File: src/design/lpmm_pkg.sv
// ----------------------------------------------------------------------------
// lpmm_pkg: shared constants, types and helpers for the linear partition block
// Sizes of the weight store and the sums, controller command and status
// bundles, register map of the configuration port.
// ----------------------------------------------------------------------------
`default_nettype none

package lpmm_pkg;

  // store depth and stored weight width
  localparam int MAX_ITEMS   = 1024;
  localparam int WEIGHT_BITS = 16;

  // fixed field widths of the channels and the register
  localparam int IN_WEIGHT_W = 16;
  localparam int RESULT_W    = 26;
  localparam int PC_W        = 11;

  // derived widths
  localparam int CNT_W  = $clog2(MAX_ITEMS + 1);
  localparam int ADDR_W = (MAX_ITEMS > 1) ? $clog2(MAX_ITEMS) : 1;
  localparam int SUM_W  = WEIGHT_BITS + CNT_W;
  localparam int GRP_W  = PC_W + 1;
  localparam int WIDE_W = SUM_W + RESULT_W;

  // largest value the result field can show
  localparam logic [RESULT_W-1:0] SUM_LIMIT = {RESULT_W{1'b1}};

  // configuration port
  localparam int APB_ADDR_W = 3;
  localparam int APB_DATA_W = 32;
  localparam int REG_IDX_W  = APB_ADDR_W - 2;
  localparam logic [REG_IDX_W-1:0] REG_PARTITION_COUNT = '0;
  localparam logic [PC_W-1:0]      PC_RESET            = PC_W'(1);

  // controller to datapath commands
  typedef struct packed {
    logic load;      // store an accepted item
    logic init;      // set up search bounds
    logic mid_calc;  // take a new candidate cap and rewind the pass
    logic pass_step; // advance the greedy pass
    logic decide;    // narrow the bounds after a pass
    logic emit;      // register the result and clear the run
  } lpmm_cmd_t;

  // datapath to controller status
  typedef struct packed {
    logic range_ok;  // low bound at or below high bound
    logic pass_done; // all stored items went through the pass
    logic fits;      // candidate cap needs no more groups than allowed
    logic mid_zero;  // candidate cap is zero
    logic out_free;  // output register can take a result
  } lpmm_sts_t;

  // clamp a full precision sum to the result field
  function automatic logic [RESULT_W-1:0] sat_result(input logic [SUM_W-1:0] v);
    logic [WIDE_W-1:0] ext;
    ext = WIDE_W'(v);
    if (ext > WIDE_W'(SUM_LIMIT)) begin
      return SUM_LIMIT;
    end else begin
      return RESULT_W'(ext);
    end
  endfunction

endpackage

`default_nettype wire

File: src/design/lpmm_ctrl.sv
// ----------------------------------------------------------------------------
// lpmm_ctrl: sequencer of the linear partition block
// Loads items, then runs the binary search on the cap: one greedy pass over
// the store for each candidate, then hands the result to the output register.
// ----------------------------------------------------------------------------
`default_nettype none

module lpmm_ctrl import lpmm_pkg::*; (
  input  wire logic      clk_i,
  input  wire logic      rst_ni,
  input  wire logic      in_valid_i,
  input  wire logic      in_last_i,
  output logic           in_ready_o,
  input  wire lpmm_sts_t sts_i,
  output lpmm_cmd_t      cmd_o
);

  localparam logic [2:0] S_LOAD   = 3'd0;
  localparam logic [2:0] S_INIT   = 3'd1;
  localparam logic [2:0] S_MID    = 3'd2;
  localparam logic [2:0] S_PASS   = 3'd3;
  localparam logic [2:0] S_DECIDE = 3'd4;
  localparam logic [2:0] S_EMIT   = 3'd5;

  logic [2:0] state_q, state_d;
  logic       accept;

  assign in_ready_o = (state_q == S_LOAD);
  assign accept     = in_valid_i && in_ready_o;

  // next state and commands
  always_comb begin
    state_d = state_q;
    cmd_o   = '0;
    unique case (state_q)
      S_LOAD: begin
        cmd_o.load = accept;
        if (accept && in_last_i) begin
          state_d = S_INIT;
        end
      end
      S_INIT: begin
        cmd_o.init = 1'b1;
        state_d    = S_MID;
      end
      S_MID: begin
        if (sts_i.range_ok) begin
          cmd_o.mid_calc = 1'b1;
          state_d        = S_PASS;
        end else begin
          state_d = S_EMIT;
        end
      end
      S_PASS: begin
        cmd_o.pass_step = 1'b1;
        if (sts_i.pass_done) begin
          state_d = S_DECIDE;
        end
      end
      S_DECIDE: begin
        cmd_o.decide = 1'b1;
        if (sts_i.fits && sts_i.mid_zero) begin
          state_d = S_EMIT;
        end else begin
          state_d = S_MID;
        end
      end
      S_EMIT: begin
        if (sts_i.out_free) begin
          cmd_o.emit = 1'b1;
          state_d    = S_LOAD;
        end
      end
      default: begin
        state_d = S_LOAD;
      end
    endcase
  end

  // state register
  always_ff @(posedge clk_i or negedge rst_ni) begin
    if (!rst_ni) begin
      state_q <= S_LOAD;
    end else begin
      state_q <= state_d;
    end
  end

endmodule

`default_nettype wire

File: config.mk
export PLATFORM = sky130hd
export DESIGN_NAME = lpmm_ctrl
export DESIGN_NICKNAME = d
export VERILOG_FILES = /design/src/design/lpmm_pkg.sv /design/src/design/lpmm_ctrl.sv
export SDC_FILE = /design/constraint.sdc
export NUM_CORES = 1
export LEC_CHECK = 0
export ABC_AREA = 1
export BUFFER_PORTS_ARGS = -buffer_cell sky130_fd_sc_hd__buf_2
export CORE_AREA = 2 2 39 41
export DETAILED_ROUTE_END_ITERATION = 12
export DIE_AREA = 0 0 41 43
export PLACE_DENSITY_LB_ADDON = 0.15
export RECOVER_POWER = 50
export SLEW_MARGIN = 40
export SYNTH_ARGS = -nofsm -noshare
export SYNTH_HDL_FRONTEND = slang
export SYNTH_SLANG_ARGS = --single-unit
File: constraint.sdc
create_clock -name clk_i -period 1.4 [get_ports clk_i]
set_input_delay 0.21 -clock clk_i [delete_from_list [all_inputs] [get_ports clk_i]]
set_output_delay 0.21 -clock clk_i [all_outputs]
set_load 0.005 [all_outputs]
======== Word-level counts from Yosys, hierarchy flattened ========
Cells that the tools add are included.
word-level totals
  register bits after elaboration ......... 3
  input port bits ......................... 9
  output and inout bits ................... 7
operators by class
  equality and inequality tests ........... 8
  multiplexer cells ....................... 14
  reductions and logical operators ........ 5
operator list
  kind                                                   number
  one-hot mux 3 bit (6 select lines)                     1
  2-to-1 mux 3 bit                                       5
  2-to-1 mux 1 bit                                       8
  equality test 3 x 2 -> 1 bit, second input constant    2
  equality test 3 bit, second input constant             2
  inequality test 2 bit, second input constant           2
  equality test 3 x 1 -> 1 bit, second input constant    1
  logical AND 1 bit                                      3
  zero test 3 bit                                        1
  AND reduction 3 bit                                    1
  inequality test 2 x 1 -> 1 bit, second input constant  1

======== Longest topological paths before layout ========
  depth in word-level cells ............... 5
  mapped depth ............................ 6

======== Worst setup path after synthesis ========
Ideal clock, no wire load.
  path type ............................... register -> register
  from .................................... reg state_q[0]
  to ...................................... reg state_q[0]
  library setup time ...................... 119 ps
  data arrival time ....................... 891 ps
  path slack .............................. 390 ps
  cell stages (with the launch flop) ...... 7
  buffers on the path ..................... 0
  cell sequence ........................... dfrtp_1 nor2_2 inv_2 nor2_2 nand2_1 nand3_1 nand2_1
between the ends
  word-level cells in the longest chain between the ends .. 5
  elaborated cells on any way between the ends .. 13
  classes of those cells .................. eq/ne (8); mux (1); reduce/logical (4)
ends and longest elaborated chain
  what                                             RTL line         RTL
  start, declared                                  lpmm_ctrl.sv:25  logic [2:0] state_q, state_d;
  start signal, assigned                           lpmm_ctrl.sv:85  state_q <= state_d;
  zero test 3 bit *                                lpmm_ctrl.sv:28  assign in_ready_o = (state_q == S_LOAD);
  via in_ready_o                                   lpmm_ctrl.sv:13  output logic in_ready_o,
  logical AND 1 bit                                lpmm_ctrl.sv:29  assign accept = in_valid_i && in_ready_o;
  logical AND 1 bit                                lpmm_ctrl.sv:38  if (accept && in_last_i) begin
  inequality test 2 x 1 -> 1 bit (no source line)  n/a
  AND reduction 3 bit (no source line)             n/a
The timed path passes the listed nets; every way through them passes the cells marked *.
A chain may end at the register's enable or synchronous reset.

==> run_summary.xml <==
<?xml version="1.0" encoding="UTF-8"?>
<metrics>
  <group name="outcome">
    <metric name="outcome" unit="">finished clean</metric>
  </group>
  <group name="clock_tree">
    <metric name="worst_skew_pair.late_latency" unit="ns">0.23</metric>
    <metric name="cts_bufs_inserted" unit="">3</metric>
    <metric name="cts.root.buffer_cell" unit="">sky130_fd_sc_hd__clkbuf_4</metric>
    <metric name="cts.sinks" unit="">3</metric>
    <metric name="tritoncts_clock_tree" unit="">done</metric>
    <metric name="clk_pin_slew" unit="ns">0.04</metric>
    <metric name="htree_levels" unit="">1</metric>
    <metric name="post_cts.repair.setup_buffers" unit="">0</metric>
    <metric name="max-clock-path-buffers" unit="">2</metric>
  </group>
  <group name="critical_path">
    <metric name="crit_buf_inv" unit="">2</metric>
    <metric name="worstSetupPathType" unit="">reg -&gt; out</metric>
    <metric name="critical_path.startpoint_type" unit="">flip-flop</metric>
    <metric name="critical-path-top-cell-by-count" unit="">sky130_fd_sc_hd__nor2_2</metric>
    <metric name="critical_path_peak_fanout" unit="">6</metric>
    <metric name="crit_arrival" unit="ns">1.10</metric>
    <metric name="critPathTopFamily" unit="">flip-flops</metric>
    <metric name="crit_required" unit="ns">1.19</metric>
    <metric name="crit_path_cell_trace" unit="">nor2_2, inv_2, nor2_2, buf_2</metric>
    <metric name="worstSetupEndpointType" unit="">primary output</metric>
    <metric name="critical-path-max-stage-delay" unit="ns">0.44</metric>
    <metric name="crit_slowest_cell" unit="">sky130_fd_sc_hd__dfrtp_2</metric>
  </group>
  <group name="die">
    <metric name="fp.dieH" unit="um">43</metric>
    <metric name="placeableCoreArea" unit="sq mm">0.00138</metric>
    <metric name="die_area" unit="sq mm">0.00176</metric>
    <metric name="num_rows" unit="">14</metric>
    <metric name="initial_utilization" unit="">0.187</metric>
    <metric name="die_width" unit="um">41</metric>
    <metric name="floorplan.io_pins" unit="">16</metric>
  </group>
  <group name="routing">
    <metric name="drt-vias-per-instance" unit="">3.87</metric>
    <metric name="ant_nets" unit="">0</metric>
    <metric name="detailedRoute.firstIterationViolations" unit="">6</metric>
    <metric name="wl" unit="um">627</metric>
    <metric name="detailroute.via_count" unit="">302</metric>
    <metric name="post_drt_wl_per_cell" unit="um">8.04</metric>
    <metric name="drt-pass1-iter-count" unit="">2</metric>
    <metric name="drc_errors" unit="">0</metric>
  </group>
  <group name="pwr">
    <metric name="ir_worst_vdd" unit="mV">0.517</metric>
    <metric name="cellLeakagePower" unit="nW">0.242</metric>
    <metric name="cellPowerDensity" unit="mW/mm^2">1790</metric>
  </group>
  <group name="yosys">
    <metric name="synth_area_per_cell" unit="sq um">6.17</metric>
    <metric name="synth_seq_area_share" unit="">0.290</metric>
    <metric name="syn-num-nets" unit="">51</metric>
    <metric name="cell_taking_the_most_area_after_synthesis" unit="">sky130_fd_sc_hd__dfrtp_1</metric>
    <metric name="ys_ff_latch" unit="">3</metric>
    <metric name="yosys_warnings" unit="">0</metric>
    <metric name="netlist_area" unit="sq um">259</metric>
    <metric name="netlist.area_leader.share" unit="">0.290</metric>
    <metric name="postSynthCellCount" unit="">42</metric>
    <metric name="post_synth_main_area_contributors" unit="">sky130_fd_sc_hd__dfrtp_1 29%, sky130_fd_sc_hd__nand2_1 17%, sky130_fd_sc_hd__nor2_2 12%</metric>
    <metric name="synth.lib_cells_used.distinct" unit="">12</metric>
  </group>
  <group name="grt">
    <metric name="grt_start_max_net_pins" unit="">8</metric>
    <metric name="grt_first_pass_wirelength" unit="um">1000</metric>
    <metric name="grt_pass1_vias" unit="">277</metric>
    <metric name="antenna_found_initial" unit="">0</metric>
    <metric name="grt_usage" unit="">0.0908</metric>
    <metric name="grt-ovfl-total" unit="">0</metric>
  </group>
  <group name="sta">
    <metric name="whs" unit="ns">0.248</metric>
    <metric name="worst_slew_margin_rel" unit="">0.869</metric>
    <metric name="rsz0062_at_grt" unit="">true</metric>
    <metric name="drv_slew" unit="">0</metric>
    <metric name="final_worst_path_period_share" unit="">0.938</metric>
    <metric name="number_of_endpoints_with_negative_hold_slack_in_the_final_report" unit="">0</metric>
    <metric name="worst-slew-pin-transition" unit="ns">0.195</metric>
    <metric name="final_period_minus_worst_setup_slack" unit="ns">1.31</metric>
    <metric name="timing.setup.tns" unit="ns">0</metric>
    <metric name="finClkSkew" unit="ns">0.000265</metric>
    <metric name="maxClockFrequency" unit="MHz">762</metric>
    <metric name="final_setup_viols" unit="">0</metric>
  </group>
  <group name="cells_and_area">
    <metric name="final_net_count" unit="">72</metric>
    <metric name="registers.top_by_ff_count" unit="">state_q</metric>
    <metric name="insertedDiodeCount" unit="">0</metric>
    <metric name="reg.largest.list" unit="">state_q x3</metric>
    <metric name="final.fill_count" unit="">169</metric>
    <metric name="flow.area_growth_from_synthesis" unit="%">53.1</metric>
    <metric name="register_area" unit="sq um">77.6</metric>
    <metric name="multiInputGateArea" unit="sq um">151</metric>
    <metric name="final-instance-count-excl-fill" unit="">78</metric>
    <metric name="largest_register_ff_count" unit="">3</metric>
    <metric name="post_route_cells_drive_above_1_share" unit="">0.468</metric>
  </group>
  <group name="flow_run">
    <metric name="maxCapViolCount" unit="">0</metric>
  </group>
  <group name="placed_design">
    <metric name="portBuffers" unit="">15</metric>
    <metric name="place_inst" unit="">73</metric>
    <metric name="place_hpwl" unit="um">513</metric>
    <metric name="routabilityCongestion" unit="">0.658</metric>
  </group>
  <group name="min_path">
    <metric name="hp-class" unit="">in -&gt; reg</metric>
  </group>
</metrics>
==> metal layers <==
layer	vias to the layer above	track usage	share of wire
met5	-	0	0
met4	0	0.0800	0.0096
met3	2	0.0471	0.080
met2	9	0.122	0.51
met1	122	0.0980	0.40
li1	169	-	-
==> power breakdown <==
group / switching, mW / internal [mW]
logic: 0.202 / 0.158
clock network: 0.0469 / 0.107
registers: 0.0651 / 0.132
==> worst register-to-register path: stages, from the launching register on <==
cell,delay [ns]
sky130_fd_sc_hd__dfrtp_2,0.44
sky130_fd_sc_hd__nor2_2,0.17
sky130_fd_sc_hd__inv_2,0.06
sky130_fd_sc_hd__nor2_2,0.08
sky130_fd_sc_hd__nand2_1,0.07
sky130_fd_sc_hd__nand3_1,0.09
sky130_fd_sc_hd__nand2_1,0.05
==> final cells by class <==
type | instances | share of cell area
Multi-Input combinational cell | 29 | 0.382
Timing Repair Buffer | 16 | 0.211
Sequential cell | 3 | 0.196
Inverter | 10 | 0.0946
Clock buffer | 4 | 0.0662
Tap cell | 16 | 0.0505
==> cells in the mapped netlist <==
| cell | n |
|---|---|
| sky130_fd_sc_hd__nor3_1 | 1 |
| sky130_fd_sc_hd__nor2_1 | 2 |
| sky130_fd_sc_hd__nand3_1 | 5 |
| sky130_fd_sc_hd__nand3_2 | 1 |
| sky130_fd_sc_hd__nor2_2 | 5 |
| sky130_fd_sc_hd__inv_1 | 8 |
| sky130_fd_sc_hd__nor3_2 | 1 |
| sky130_fd_sc_hd__and3_1 | 1 |
| sky130_fd_sc_hd__nand4_1 | 1 |
| sky130_fd_sc_hd__dfrtp_1 | 3 |
| sky130_fd_sc_hd__inv_2 | 2 |
| sky130_fd_sc_hd__nand2_1 | 12 |
==> cell usage in the layout, fill, tap and decap left out <==
master and count:
sky130_fd_sc_hd__nor2_2 5, sky130_fd_sc_hd__inv_2 2, sky130_fd_sc_hd__nor2_1 2, sky130_fd_sc_hd__dlygate4sd3_1 1, sky130_fd_sc_hd__buf_2 14, sky130_fd_sc_hd__nand4_1 1, sky130_fd_sc_hd__nand2_1 12, sky130_fd_sc_hd__dfrtp_2 2
sky130_fd_sc_hd__nor3_2 2, sky130_fd_sc_hd__nand3_2 1, sky130_fd_sc_hd__clkbuf_1 2, sky130_fd_sc_hd__clkbuf_4 3, sky130_fd_sc_hd__inv_1 8, sky130_fd_sc_hd__dfrtp_1 1, sky130_fd_sc_hd__and3_1 1, sky130_fd_sc_hd__nand3_1 5
==> final timing paths <==
| path | from | to | slack [ns] | cells past startpoint |
|---|---|---|---|---|
| worst max-delay path | state_q[0] | cmd_o[1] | 0.09 | 4 |
| max in group asynchronous | rst_ni | state_q[0] | 0.90 | 2 |
| worst min-delay path | sts_i[0] | state_q[2] | 0.25 | 4 |
| min in group asynchronous | rst_ni | state_q[1] | 0.32 | 2 |
| worst max register to register | state_q[0] | state_q[2] | 0.33 | 6 |
| worst min register to register | state_q[0] | state_q[1] | 0.66 | 2 |
==> stage by stage <==
step | total power, mW | setup WS [ns] | area (sq um) | util
5_1_grt | 0.801 | -0.0161 | 397 | 0.287
3_5_place_dp | 0.548 | 0.279 | 354 | 0.256
3_3_place_gp | 0.559 | 0.248 | 354 | 0.256
4_1_cts | 0.714 | 0.0155 | 390 | 0.282
6_report | 0.711 | 0.0869 | 397 | 0.287
2_1_floorplan | 0.427 | 0.390 | 259 | -
==> logic make-up after synthesis <==
logic type	count (synthesis)	synth area share
AND/OR/NAND/NOR	29	0.565
buffers and inverters	10	0.145
flip-flops	3	0.290
==> repair_timing <==
item                       CTS  global route
gates resized for setup      0             3
hold endpoints to repair     3             0
setup endpoints to repair    0             4
hold buffers                 1             0
No activity file was read; power rests on OpenSTA's default activity.
